## src/hw/rtl/assert_macros.svh

```systemverilog
// Assertion macros shared by the status packet deframer RTL.
// Every macro samples on i_clk and is disabled while i_rst_n is low.
`ifndef ASSERT_MACROS_SVH
`define ASSERT_MACROS_SVH

// The property must hold at every clock edge outside reset.
`define SDF_ASSERT(lbl, prop, msg) \
    lbl: assert property (@(posedge i_clk) disable iff (!i_rst_n) (prop)) else $error(msg);

// Whenever the antecedent holds, the consequent must hold in the next cycle.
`define SDF_ASSERT_NEXT(lbl, ante, cons, msg) \
    lbl: assert property (@(posedge i_clk) disable iff (!i_rst_n) (ante) |=> (cons)) \
        else $error(msg);

`endif

```

## src/hw/rtl/sdf_pkg.sv

```systemverilog
// Package for the status packet deframer: phase and control encodings,
// status codes, the parameter buffer command struct. No dependencies.
package sdf_pkg;

    localparam logic [7:0] HDR_BYTE = 8'hFF;
    localparam logic [5:0] LIMIT_RESET = 6'd58;

    localparam logic [1:0] ST_OK     = 2'd0;
    localparam logic [1:0] ST_BADSUM = 2'd1;
    localparam logic [1:0] ST_LONG   = 2'd2;
    localparam logic [1:0] ST_SHORT  = 2'd3;

    // Position within the packet being framed.
    typedef enum logic [2:0] {
        PH_HUNT0,
        PH_HUNT1,
        PH_HDR,
        PH_LEN,
        PH_ERR,
        PH_PARAM,
        PH_CHK
    } t_phase;

    // Sequencer of the top level.
    typedef enum logic [2:0] {
        CTL_IDLE,
        CTL_PROC,
        CTL_RES,
        CTL_RD,
        CTL_WAIT
    } t_ctl;

    // Strobes from the sequencer to the parameter buffer.
    typedef struct packed {
        logic we;
        logic re;
    } t_buf_cmd;

endpackage

```

## src/hw/rtl/sdf_param_buf.sv

```systemverilog
// Parameter byte buffer of the status packet deframer: one write port and
// one read port with registered read data. Depends on sdf_pkg.
module sdf_param_buf #(
    parameter int DEPTH  = 58,
    parameter int ADDR_W = 6
) (
    input  logic              i_clk,
    input  sdf_pkg::t_buf_cmd i_cmd,
    input  logic [ADDR_W-1:0] i_waddr,
    input  logic [7:0]        i_wdata,
    input  logic [ADDR_W-1:0] i_raddr,
    output logic [7:0]        o_rdata
);

    logic [7:0] r_mem [DEPTH];
    logic [7:0] r_rdata;

    always_ff @(posedge i_clk) begin
        if (i_cmd.we) begin
            r_mem[i_waddr] <= i_wdata;
        end
    end

    // Read data holds until the next read strobe.
    always_ff @(posedge i_clk) begin
        if (i_cmd.re) begin
            r_rdata <= r_mem[i_raddr];
        end
    end

    assign o_rdata = r_rdata;

endmodule

```

## src/hw/rtl/status_packet_deframer.sv

```systemverilog
// Top level of the status packet deframer: byte sequencer, checksum and
// result register. Depends on sdf_pkg, sdf_param_buf and assert_macros.svh.
//
//  Channel   Direction  Handshake               Payload
//  input     in         i_in_valid/o_in_stall   i_rx_byte
//  result    out        o_out_valid/i_out_stall servo_id ... last (eight fields)
//  config    in         i_cfg_valid/o_cfg_ready i_cfg_data (param_limit)
//
// A received word is accepted in CTL_IDLE and processed in CTL_PROC. A word
// that ends a packet with a single result then passes through CTL_RES, which
// loads it. A good packet hands out each parameter through the one read port
// of the parameter buffer: CTL_RD reads it, CTL_WAIT loads its registered data.
// Reset is synchronous and active low; the buffer is not cleared, since only
// entries written in the current packet are ever read. A result waiting in the
// result register does not stall the input: words keep being taken until one
// closes a result, which then holds the sequencer, and the input with it,
// until the result register frees.
`include "assert_macros.svh"

module status_packet_deframer #(
    parameter int PACKET_BYTES = 64
) (
    input  logic       i_clk,
    input  logic       i_rst_n,
    // Received bus words.
    input  logic       i_in_valid,
    output logic       o_in_stall,
    input  logic [7:0] i_rx_byte,
    // Results.
    output logic       o_out_valid,
    input  logic       i_out_stall,
    output logic [7:0] o_servo_id,
    output logic [7:0] o_error_flags,
    output logic [5:0] o_param_count,
    output logic [1:0] o_status,
    output logic       o_param_valid,
    output logic [5:0] o_param_index,
    output logic [7:0] o_param_byte,
    output logic       o_last,
    // Configuration: param_limit.
    input  logic       i_cfg_valid,
    output logic       o_cfg_ready,
    input  logic [5:0] i_cfg_data
);

    // Largest accepted LEN and the number of parameter bytes it allows.
    localparam int MAX_LEN     = PACKET_BYTES - 4;
    localparam int STORE_DEPTH = PACKET_BYTES - 6;
    localparam int LEN_W       = $clog2(MAX_LEN + 1);
    localparam int CNT_W       = $clog2(STORE_DEPTH + 1);
    localparam int ADDR_W      = $clog2(STORE_DEPTH);
    // Common width for comparing and truncating counts against 6-bit fields.
    localparam int GW          = (CNT_W > 6) ? CNT_W : 6;
    localparam logic [7:0] MAX_LEN_B = 8'(MAX_LEN);

    // Sequencer and packet state.
    sdf_pkg::t_ctl     r_ctl, n_ctl;
    sdf_pkg::t_phase   r_phase, n_phase;
    logic [7:0]        r_pkt_id, n_pkt_id;
    logic [LEN_W-1:0]  r_pkt_len, n_pkt_len;
    logic [7:0]        r_pkt_err, n_pkt_err;
    logic [7:0]        r_sum, n_sum;
    logic [CNT_W-1:0]  r_taken, n_taken;
    logic [5:0]        r_limit;
    logic [7:0]        r_byte;

    // Result bookkeeping.
    logic [1:0]        r_res_status, n_res_status;
    logic [CNT_W-1:0]  r_give;
    logic [CNT_W-1:0]  r_idx;

    // Result register.
    logic              r_out_valid;
    logic [7:0]        r_out_id;
    logic [7:0]        r_out_err;
    logic [5:0]        r_out_count;
    logic [1:0]        r_out_status;
    logic              r_out_pvalid;
    logic [5:0]        r_out_pidx;
    logic [7:0]        r_out_pbyte;
    logic              r_out_last;

    logic [7:0]        n_out_err;
    logic [5:0]        n_out_count;
    logic [1:0]        n_out_status;
    logic              n_out_pvalid;
    logic [5:0]        n_out_pidx;
    logic [7:0]        n_out_pbyte;
    logic              n_out_last;

    logic              in_acc;
    logic              slot_free;
    logic              out_load;
    logic              res_one;
    logic              res_many;
    logic [CNT_W-1:0]  count;
    logic [CNT_W-1:0]  taken_inc;
    logic [GW-1:0]     cnt_g;
    logic [GW-1:0]     lim_g;
    logic [GW-1:0]     give_g;
    logic [CNT_W-1:0]  give;
    logic [GW-1:0]     idx_g;
    logic [CNT_W-1:0]  idx_inc;
    logic              idx_last;

    sdf_pkg::t_buf_cmd buf_cmd;
    logic [7:0]        buf_rdata;

    assign in_acc    = i_in_valid && !o_in_stall;
    assign slot_free = !r_out_valid || !i_out_stall;

    // LEN minus two, or zero before any length was taken.
    assign count     = (r_pkt_len >= LEN_W'(2)) ? CNT_W'(r_pkt_len - LEN_W'(2)) : '0;
    assign taken_inc = r_taken + CNT_W'(1);

    // Parameters handed out: the smaller of the count and the limit. The count
    // never exceeds the buffer depth because LEN is bounded on arrival.
    assign cnt_g  = GW'(count);
    assign lim_g  = GW'(r_limit);
    assign give_g = (cnt_g < lim_g) ? cnt_g : lim_g;
    assign give   = CNT_W'(give_g);

    assign idx_g    = GW'(r_idx);
    assign idx_inc  = r_idx + CNT_W'(1);
    assign idx_last = (idx_inc == r_give);

    // Framing of the word held in r_byte; the results apply in CTL_PROC only.
    always_comb begin
        n_phase      = r_phase;
        n_pkt_id     = r_pkt_id;
        n_pkt_len    = r_pkt_len;
        n_pkt_err    = r_pkt_err;
        n_sum        = r_sum;
        n_taken      = r_taken;
        n_res_status = sdf_pkg::ST_OK;
        res_one      = 1'b0;
        res_many     = 1'b0;
        case (r_phase)
            sdf_pkg::PH_HUNT0: begin
                if (r_byte == sdf_pkg::HDR_BYTE) begin
                    n_phase = sdf_pkg::PH_HUNT1;
                end
            end
            sdf_pkg::PH_HUNT1: begin
                n_phase = (r_byte == sdf_pkg::HDR_BYTE) ? sdf_pkg::PH_HDR
                                                        : sdf_pkg::PH_HUNT0;
            end
            sdf_pkg::PH_HDR: begin
                // Extra FF words after the header are skipped.
                if (r_byte != sdf_pkg::HDR_BYTE) begin
                    n_pkt_id = r_byte;
                    n_sum    = r_byte;
                    n_phase  = sdf_pkg::PH_LEN;
                end
            end
            sdf_pkg::PH_LEN: begin
                if (r_byte > MAX_LEN_B) begin
                    n_res_status = sdf_pkg::ST_LONG;
                    res_one      = 1'b1;
                    n_phase      = sdf_pkg::PH_HUNT0;
                end else if (r_byte < 8'd2) begin
                    n_res_status = sdf_pkg::ST_SHORT;
                    res_one      = 1'b1;
                    n_phase      = sdf_pkg::PH_HUNT0;
                end else begin
                    n_pkt_len = LEN_W'(r_byte);
                    n_sum     = r_sum + r_byte;
                    n_phase   = sdf_pkg::PH_ERR;
                end
            end
            sdf_pkg::PH_ERR: begin
                n_pkt_err = r_byte;
                n_sum     = r_sum + r_byte;
                n_taken   = '0;
                n_phase   = (count != '0) ? sdf_pkg::PH_PARAM : sdf_pkg::PH_CHK;
            end
            sdf_pkg::PH_PARAM: begin
                n_sum   = r_sum + r_byte;
                n_taken = taken_inc;
                if (taken_inc >= count) begin
                    n_phase = sdf_pkg::PH_CHK;
                end
            end
            sdf_pkg::PH_CHK: begin
                if (~r_sum != r_byte) begin
                    n_res_status = sdf_pkg::ST_BADSUM;
                    res_one      = 1'b1;
                end else if (give == '0) begin
                    res_one = 1'b1;
                end else begin
                    res_many = 1'b1;
                end
                n_phase = sdf_pkg::PH_HUNT0;
            end
            default: begin
                n_phase = sdf_pkg::PH_HUNT0;
            end
        endcase
    end

    // Sequencer next state.
    always_comb begin
        n_ctl = r_ctl;
        case (r_ctl)
            sdf_pkg::CTL_IDLE: begin
                if (in_acc) begin
                    n_ctl = sdf_pkg::CTL_PROC;
                end
            end
            sdf_pkg::CTL_PROC: begin
                if (res_many) begin
                    n_ctl = sdf_pkg::CTL_RD;
                end else if (res_one) begin
                    n_ctl = sdf_pkg::CTL_RES;
                end else begin
                    n_ctl = sdf_pkg::CTL_IDLE;
                end
            end
            sdf_pkg::CTL_RES: begin
                if (slot_free) begin
                    n_ctl = sdf_pkg::CTL_IDLE;
                end
            end
            sdf_pkg::CTL_RD: begin
                n_ctl = sdf_pkg::CTL_WAIT;
            end
            sdf_pkg::CTL_WAIT: begin
                if (slot_free) begin
                    n_ctl = idx_last ? sdf_pkg::CTL_IDLE : sdf_pkg::CTL_RD;
                end
            end
            default: begin
                n_ctl = sdf_pkg::CTL_IDLE;
            end
        endcase
    end

    // Sequencer outputs: input stall, buffer strobes and the result to load.
    always_comb begin
        o_in_stall   = (r_ctl != sdf_pkg::CTL_IDLE);
        buf_cmd.we   = (r_ctl == sdf_pkg::CTL_PROC) && (r_phase == sdf_pkg::PH_PARAM);
        buf_cmd.re   = (r_ctl == sdf_pkg::CTL_RD);
        out_load     = 1'b0;
        n_out_err    = r_pkt_err;
        n_out_count  = cnt_g[5:0];
        n_out_status = r_res_status;
        n_out_pvalid = 1'b0;
        n_out_pidx   = '0;
        n_out_pbyte  = '0;
        n_out_last   = 1'b1;
        case (r_ctl)
            sdf_pkg::CTL_RES: begin
                out_load = slot_free;
                // Length errors report no count and no error byte.
                if (r_res_status == sdf_pkg::ST_LONG || r_res_status == sdf_pkg::ST_SHORT) begin
                    n_out_err   = '0;
                    n_out_count = '0;
                end
            end
            sdf_pkg::CTL_WAIT: begin
                out_load     = slot_free;
                n_out_status = sdf_pkg::ST_OK;
                n_out_pvalid = 1'b1;
                n_out_pidx   = idx_g[5:0];
                n_out_pbyte  = buf_rdata;
                n_out_last   = idx_last;
            end
            default: begin
                out_load = 1'b0;
            end
        endcase
    end

    always_ff @(posedge i_clk) begin
        if (!i_rst_n) begin
            r_ctl     <= sdf_pkg::CTL_IDLE;
            r_phase   <= sdf_pkg::PH_HUNT0;
            r_pkt_id  <= '0;
            r_pkt_len <= '0;
            r_pkt_err <= '0;
            r_sum     <= '0;
            r_taken   <= '0;
        end else begin
            r_ctl <= n_ctl;
            if (r_ctl == sdf_pkg::CTL_PROC) begin
                r_phase   <= n_phase;
                r_pkt_id  <= n_pkt_id;
                r_pkt_len <= n_pkt_len;
                r_pkt_err <= n_pkt_err;
                r_sum     <= n_sum;
                r_taken   <= n_taken;
            end
        end
    end

    always_ff @(posedge i_clk) begin
        if (!i_rst_n) begin
            r_limit <= sdf_pkg::LIMIT_RESET;
        end else if (i_cfg_valid && o_cfg_ready) begin
            r_limit <= i_cfg_data;
        end
    end

    always_ff @(posedge i_clk) begin
        if (in_acc) begin
            r_byte <= i_rx_byte;
        end
        if (r_ctl == sdf_pkg::CTL_PROC) begin
            r_res_status <= n_res_status;
            r_give       <= give;
            r_idx        <= '0;
        end else if (r_ctl == sdf_pkg::CTL_WAIT && slot_free) begin
            r_idx <= idx_inc;
        end
    end

    always_ff @(posedge i_clk) begin
        if (!i_rst_n) begin
            r_out_valid <= 1'b0;
        end else if (out_load) begin
            r_out_valid <= 1'b1;
        end else if (!i_out_stall) begin
            r_out_valid <= 1'b0;
        end
    end

    always_ff @(posedge i_clk) begin
        if (out_load) begin
            r_out_id     <= r_pkt_id;
            r_out_err    <= n_out_err;
            r_out_count  <= n_out_count;
            r_out_status <= n_out_status;
            r_out_pvalid <= n_out_pvalid;
            r_out_pidx   <= n_out_pidx;
            r_out_pbyte  <= n_out_pbyte;
            r_out_last   <= n_out_last;
        end
    end

    // The buffer is never read and written in the same cycle: writes happen
    // while a packet is framed, reads only after its checksum word, with the
    // input stalled.
    sdf_param_buf #(
        .DEPTH  (STORE_DEPTH),
        .ADDR_W (ADDR_W)
    ) u_param_buf (
        .i_clk   (i_clk),
        .i_cmd   (buf_cmd),
        .i_waddr (r_taken[ADDR_W-1:0]),
        .i_wdata (r_byte),
        .i_raddr (r_idx[ADDR_W-1:0]),
        .o_rdata (buf_rdata)
    );

    assign o_cfg_ready   = 1'b1;
    assign o_out_valid   = r_out_valid;
    assign o_servo_id    = r_out_id;
    assign o_error_flags = r_out_err;
    assign o_param_count = r_out_count;
    assign o_status      = r_out_status;
    assign o_param_valid = r_out_pvalid;
    assign o_param_index = r_out_pidx;
    assign o_param_byte  = r_out_pbyte;
    assign o_last        = r_out_last;

    `SDF_ASSERT(a_load_only_free, out_load |-> slot_free, "result loaded over a waiting result")
    `SDF_ASSERT_NEXT(a_accept_proc, in_acc, r_ctl == sdf_pkg::CTL_PROC, "accepted word not processed")
    `SDF_ASSERT_NEXT(a_last_idle, out_load && n_out_last, r_ctl == sdf_pkg::CTL_IDLE, "sequencer busy after last")
    `SDF_ASSERT(a_read_in_range, (r_ctl == sdf_pkg::CTL_RD) |-> (r_idx < r_give), "parameter read beyond count")

endmodule

```

## config.mk

```make
export PLATFORM = sky130hd
export DESIGN_NAME = status_packet_deframer
export DESIGN_NICKNAME = d
export VERILOG_FILES = /design/src/hw/rtl/sdf_pkg.sv /design/src/hw/rtl/sdf_param_buf.sv /design/src/hw/rtl/status_packet_deframer.sv
export VERILOG_INCLUDE_DIRS = /design/src /design/src/hw/rtl
export SDC_FILE = /design/constraint.sdc
export NUM_CORES = 1
export LEC_CHECK = 0
export BUFFER_PORTS_ARGS = -buffer_cell sky130_fd_sc_hd__buf_2
export CORE_MARGIN = 5
export CORE_UTILIZATION = 60
export DETAILED_ROUTE_END_ITERATION = 16
export PLACE_DENSITY = 0.77
export REMOVE_ABC_BUFFERS = 1
export SETUP_SLACK_MARGIN = 0.4
export SYNTH_ARGS = -nofsm -noshare
export SYNTH_HDL_FRONTEND = slang
export SYNTH_SLANG_ARGS = --single-unit
```

## constraint.sdc

```tcl
create_clock -name i_clk -period 5.25 [get_ports i_clk]
set_clock_uncertainty 0.2 [all_clocks]
set_input_delay 0.7875 -clock i_clk [delete_from_list [all_inputs] [get_ports i_clk]]
set_output_delay 0.7875 -clock i_clk [all_outputs]
set_load 0.05 [all_outputs]
```

; Word level (Yosys, flattened, before mapping)
; Memories as Yosys holds them, arrays and structs flattened. A register that Yosys moved wholly into a read port is not among the register bits.
; Index checks and enable logic that the tools add are counted.
[totals]
regBits = 111
ram_bits = 464
in_bits = 19
output_inout_bits = 43
wordCells = 127
mem_count = 1
[classes]
addsub = 4
magnitude_cmp = 5
n_eq_ne = 25
mux = 44
bitwise = 3
n_reduce_logical = 24
[memory_table]
columns = name, words, word_bits, read_ports, rd_ports_with_merged_regs, write_ports, line_no
row1 = u_param_buf.r_mem, 58, 8, 1, 1, 1, sdf_param_buf.sv:15  ; logic [7:0] r_mem [DEPTH];
[op_table]
columns = cell, count
row1 = two-way mux 8 bit, 5
row2 = two-way mux 3 bit, 8
row3 = two-way mux 6 bit, 4
row4 = case mux 8 bit (3 select lines), 1
row5 = case mux 3 bit (6 select lines), 1
row6 = != test 2 bit (second input constant), 8
row7 = case mux 3 bit (5 select lines), 1
row8 = two-way mux 1 bit, 14
row9 = two-way mux 2 bit, 7
row10 = adder 6 x 1 -> 6 bit (second input constant), 2
row11 = == test 3 x 2 -> 1 bit (second input constant), 4
row12 = == test 3 bit (second input constant), 4
row13 = case mux 6 bit (2 select lines), 1
row14 = adder 8 bit, 1
row15 = == test 8 bit (second input constant), 1
row16 = greater-than comparator 8 x 6 -> 1 bit (second input constant), 1
row17 = less-than comparator 8 x 2 -> 1 bit (second input constant), 1
row18 = != test 8 bit, 1
row19 = != test 8 bit (second input constant), 1
row20 = NOT 8 bit, 1
row21 = AND reduction 4 bit, 2
row22 = == test 3 x 1 -> 1 bit (second input constant), 2
row23 = == test 6 bit, 1
row24 = >= comparator 6 x 2 -> 1 bit (second input constant), 1
row25 = 20 further kinds, 32

; Longest topological paths before layout
[depth]
ltp_word = 11
mapped_depth = 13
ltp_nobuf = 12

; By module
; From an unflattened synthesis, not the netlist that was laid out.
[hier_totals]
hier_cells = 1430
area_unflattened_um2 = 23809.1
[by_module_without_submodules]
columns = mod, n_inst, cells_each, area_per_inst_um2, seq_area_each_um2
row1 = sdf_param_buf, 1, 917, 18442.7, 14173.6
row2 = status_packet_deframer, 1, 513, 5366.4, 2782.7

; Worst setup path before layout
; Ideal clock, no wire load.
[synth_timing]
kind = in2reg
startpoint = input i_out_stall
endpoint = register r_out_err[0] (netlist: o_error_flags[0]) (enable)
setup_ns = 0.498
t_arrival_ns = 3.811
t_required_ns = 4.552
slack_ns = 0.741
path_stages = 1
path_buffers = 0
path_cell_list = a211oi_1
[synth_between]
elab_chain_len = 3
[synth_lines]
columns = element, line_no
row1 = from (decl), status_packet_deframer.sv:31  ; input logic i_out_stall,
row2 = logical NOT 1 bit, n/a
row3 = logical OR 1 bit, status_packet_deframer.sv:110  ; assign slot_free = !r_out_valid || !i_out_stall;
row4 = two-way mux 1 bit, status_packet_deframer.sv:251  ; case (r_ctl)
row5 = to (signal assigned), status_packet_deframer.sv:330  ; r_out_err <= n_out_err;
row6 = to (decl), status_packet_deframer.sv:75  ; logic [7:0] r_out_err;
; Every way passes these cells.
; A chain may end at the register's enable or synchronous reset.

; Worst setup path after layout
[layout_timing]
startpoint = register r_byte[2]
endpoint = register r_sum[7]
[layout_between]
elab_chain_len = 4
word_cells_on_any_way = 11
classes_between = 1 x add/sub / 2 x order compare / 4 x eq/ne / 3 x mux / 1 x reduce/logical
[layout_lines]
columns = element, line_no
row1 = from (decl), status_packet_deframer.sv:65  ; logic [7:0] r_byte;
row2 = from (signal assigned), status_packet_deframer.sv:306  ; r_byte <= i_rx_byte;
row3 = adder 8 bit, "status_packet_deframer.sv:167, status_packet_deframer.sv:173, status_packet_deframer.sv:178"
row4 = two-way mux 8 bit, status_packet_deframer.sv:161  ; end else if (r_byte < 8'd2) begin
row5 = two-way mux 8 bit, status_packet_deframer.sv:157  ; if (r_byte > MAX_LEN_B) begin
row6 = case mux 8 bit (3 select lines), status_packet_deframer.sv:138  ; case (r_phase)
row7 = to (signal assigned), status_packet_deframer.sv:290  ; r_sum <= n_sum;
row8 = to (decl), status_packet_deframer.sv:62  ; logic [7:0] r_sum, n_sum;
; Parallel ways exist; a longest one is shown, timed or not. The select of a mux whose other input is x is not followed.

==> out/metrics.csv <==
metric,value,unit
outcome,"finished, final reports clean",
total of warnings raised by yosys,0,
Root Buffer Master,sky130_fd_sc_hd__clkbuf_16,
sequential share of power,0.541,
post-placement setup slack,1.64,ns
Vias/cell,6.36,
Tot GR Track Use,0.236,
clock buffers created by TritonCTS,56,
layout cells sized above 1,0.215,
Detailed Route WL,51400,µm
summed instance area of the synthesized netlist,23600,µm²
type of element launching the critical path,flop,
DRC violation total after the first TritonRoute iteration,1432,
maximum number of pins on one net before global-route repair,70,
highest attainable clock frequency,275,MHz
transition time at the pin with the least slew margin,1.19,ns
Power Dens Cells,358,nW/µm²
die width,208,µm
setup bufs post-CTS,0,
Cell Int Power,7560,µW
Max H-tree Level,2,
via count of the first global-routing pass,12900,
setup repair after global routing missed its margin,false,
number of buffers on the longest clock path,3,
"CTS clk-pin slew, worst paths",0.07,ns
antenna diode count,0,
Worst Setup End Kind,flop,
post-synthesis area per instance,17.0,µm²
CTS hold repair buffers,0,
overflow left after global routing,0,
I/O Buffers,60,
initial core utilization,0.609,
post-cts sizing count,0,
routability congestion estimate,0.871,
number of pins exceeding their max-slew limit in the final report,0,
overall via count from detail_route,12800,
DRC violations left,0,
async set-or-reset flop fraction in the synthesized netlist,0,
maximum capacitance violations,0,
site row count,72,
sink count of the clock tree,583,
"EDFF count, synth",528,
TritonRoute pass-1 iters,6,
antenna-violating nets left,0,
CP most frequent cell,sky130_fd_sc_hd__a221oi_1,
Setup WS post-layout,1.61,ns
I/O pin total,62,
required time of the critical path,5.54,ns
placeable core region,38700,µm²
flop and latch count out of synthesis,583,
time the final worst path needs with I/O delays and setup,3.64,ns
Total Neg Setup Slack,0,ns
HPWL Detailed,31900,µm
area growth from synthesis to layout,11.6,%
share of the clock period used by the worst path,0.694,
WL per Instance,25.5,µm
number of endpoints failing setup at the final stage,0,
Clk pwr share,0.445,
total number of nets in the final design,1492,
"Primary FF master, synth",sky130_fd_sc_hd__edfxtp_1,
WP data arrival,3.93,ns
Cells after Synth,1391,
Lkg Pwr,0.00841,µW
global-route wire length before repair,78600,µm
share of synthesized area occupied by flip-flops and latches,0.719,
Max Fanout on Critical Path,46,
overall power after layout,9400,µW
class of the tightest hold or removal check,input pin to flop,
highest cell delay on the worst timing path,0.85,ns
classification of the worst setup path,flop to flop,
Synth cell types,68,
number of antenna violations at the first check in global routing,1,
switching share of power,0.197,
vertical extent of the die,208,µm
list of cells traversed by the critical path,buf_4 > ha_1 > and3_1 > a221oi_1 > o21ai_0 > mux2_2 > a221oi_1 > nor3_1,
Max rail drop VDD,0.000285,V
Slew headroom,0.206,
final hold violations,0,
Switch Pwr,1850,µW
Worst Hold Slack,0.153,ns
TritonCTS clock tree,yes,
floorplan die area,43400,µm²
cell at the slowest stage of the critical path,sky130_fd_sc_hd__edfxtp_1,
insertion delay of the later-clocked pin in the worst-skew pair,0.61,ns
Gate power share,0.015,
## final timing paths
check / startpoint / to / slack, ns / depth (start not counted)
worst max-delay path: r_byte[2] / r_sum[7] / 1.61 / 8
worst min-delay path: i_rx_byte[3] / r_byte[3] / 0.15 / 1
worst max register to register: r_byte[2] / r_sum[7] / 1.61 / 8
worst min register to register: r_pkt_id[6] / o_servo_id[6] / 0.24 / 0
## Yosys cell counts, types with 8 or more instances
| cell | count | area, µm² |
|---|---|---|
| sky130_fd_sc_hd__nand2_1 | 85 | 319 |
| sky130_fd_sc_hd__edfxtp_1 | 528 | 15900 |
| sky130_fd_sc_hd__buf_4 | 9 | 67.6 |
| sky130_fd_sc_hd__nand3_1 | 26 | 130 |
| sky130_fd_sc_hd__xnor2_1 | 10 | 87.6 |
| sky130_fd_sc_hd__and3_1 | 20 | 125 |
| sky130_fd_sc_hd__a22oi_1 | 16 | 120 |
| sky130_fd_sc_hd__clkbuf_1 | 42 | 158 |
| sky130_fd_sc_hd__xor2_1 | 11 | 96.3 |
| sky130_fd_sc_hd__dfxtp_1 | 55 | 1100 |
| sky130_fd_sc_hd__a21oi_1 | 58 | 290 |
| sky130_fd_sc_hd__a31oi_1 | 10 | 62.6 |
| sky130_fd_sc_hd__nor3_1 | 10 | 50.1 |
| sky130_fd_sc_hd__nor2_1 | 117 | 439 |
| sky130_fd_sc_hd__mux2i_1 | 19 | 190 |
| sky130_fd_sc_hd__mux4_2 | 116 | 2610 |
| sky130_fd_sc_hd__buf_1 | 8 | 30.0 |
| sky130_fd_sc_hd__ha_1 | 21 | 263 |
| sky130_fd_sc_hd__nor2b_1 | 24 | 150 |
| sky130_fd_sc_hd__o21ai_0 | 42 | 210 |
| sky130_fd_sc_hd__buf_2 | 21 | 105 |
| sky130_fd_sc_hd__inv_1 | 25 | 93.8 |
## per-layer routing
| layer | track usage | part of all wire | vias up |
|---|---|---|---|
| met5 | 0 | 0.00027 | - |
| met4 | 0.0643 | 0.025 | 2 |
| met3 | 0.0482 | 0.083 | 115 |
| met2 | 0.387 | 0.50 | 620 |
| met1 | 0.330 | 0.39 | 6507 |
| li1 | - | - | 5586 |
## final cells by class
cell class                 instances  area [µm²]
sequential                       583       17000
fill                            2477       12400
multi-input combinational        701        6160
clock buffer                      73        1580
tap                              518         648
timing repair buffer              84         505
clock inverter                    32         353
inverter                          25        93.8
## per-stage QoR
stage	instances	util	cell area, µm²
2_1_floorplan	1309	-	23200
3_3_place_gp	1911	0.629	24400
3_5_place_dp	1911	0.629	24400
4_1_cts	2016	0.679	26300
5_1_grt	2016	0.679	26300
6_report	2016	0.679	26300
## state kept, by name (all words and copies together) (netlist names), 3 cells and up
register and cells:
o_error_flags 8, r_byte 8, o_param_count 6, u_param_buf.r_mem 464
r_phase 3, r_ctl 3, idx_g 6, o_servo_id 8
r_sum 8, r_pkt_id 8, lim_g 6, r_pkt_len 6
o_param_byte 8, r_taken 6, u_param_buf.o_rdata 8, r_pkt_err 8
o_param_index 6, r_give 6
## layout by cell type, fill, tap and decap left out, types with 11 or more instances in the layout
cell type                   count
sky130_fd_sc_hd__mux2i_1       19
sky130_fd_sc_hd__buf_2         60
sky130_fd_sc_hd__ha_1          21
sky130_fd_sc_hd__o21ai_0       42
sky130_fd_sc_hd__nor2_1       117
sky130_fd_sc_hd__nand2_1       85
sky130_fd_sc_hd__clkbuf_16     58
sky130_fd_sc_hd__nor2b_1       23
sky130_fd_sc_hd__a21oi_1       58
sky130_fd_sc_hd__buf_4         22
sky130_fd_sc_hd__and3_1        20
sky130_fd_sc_hd__mux4_2       116
sky130_fd_sc_hd__inv_1         25
sky130_fd_sc_hd__edfxtp_1     528
sky130_fd_sc_hd__dfxtp_1       53
sky130_fd_sc_hd__a22oi_1       16
sky130_fd_sc_hd__xor2_1        11
sky130_fd_sc_hd__clkinv_2      12
sky130_fd_sc_hd__nand3_1       26
## power by group through the flow
stage          clock network (µW)  logic (µW)  registers [µW]
2_1_floorplan                   0        41.9            5210
3_3_place_gp                    0         132            5180
3_5_place_dp                    0         140            5180
4_1_cts                      4210         141            5080
5_1_grt                      4420         152            5080
6_report                     4180         140            5080
## critical path: cells and delay by family (launching register included)
kind / cells / cell delay [ns]
compound gates: 3 / 0.93
flops: 1 / 0.85
buf+inv: 1 / 0.55
fa+ha+maj: 1 / 0.37
mux: 1 / 0.30
simple gates: 2 / 0.25
## cell families after synthesis
kind of cell / after synthesis / share of synthesized area
buffers and inverters: 107 / 0.0202
other: 1 / 0.000159
adders and majority gates: 23 / 0.0125
and+or+nand+nor: 334 / 0.0687
AOI/OAI and AO/OA: 181 / 0.0498
DFF: 583 / 0.719
xor gates and xnor gates: 21 / 0.00780
muxes: 141 / 0.122
(Power assumes the default switching activity.)
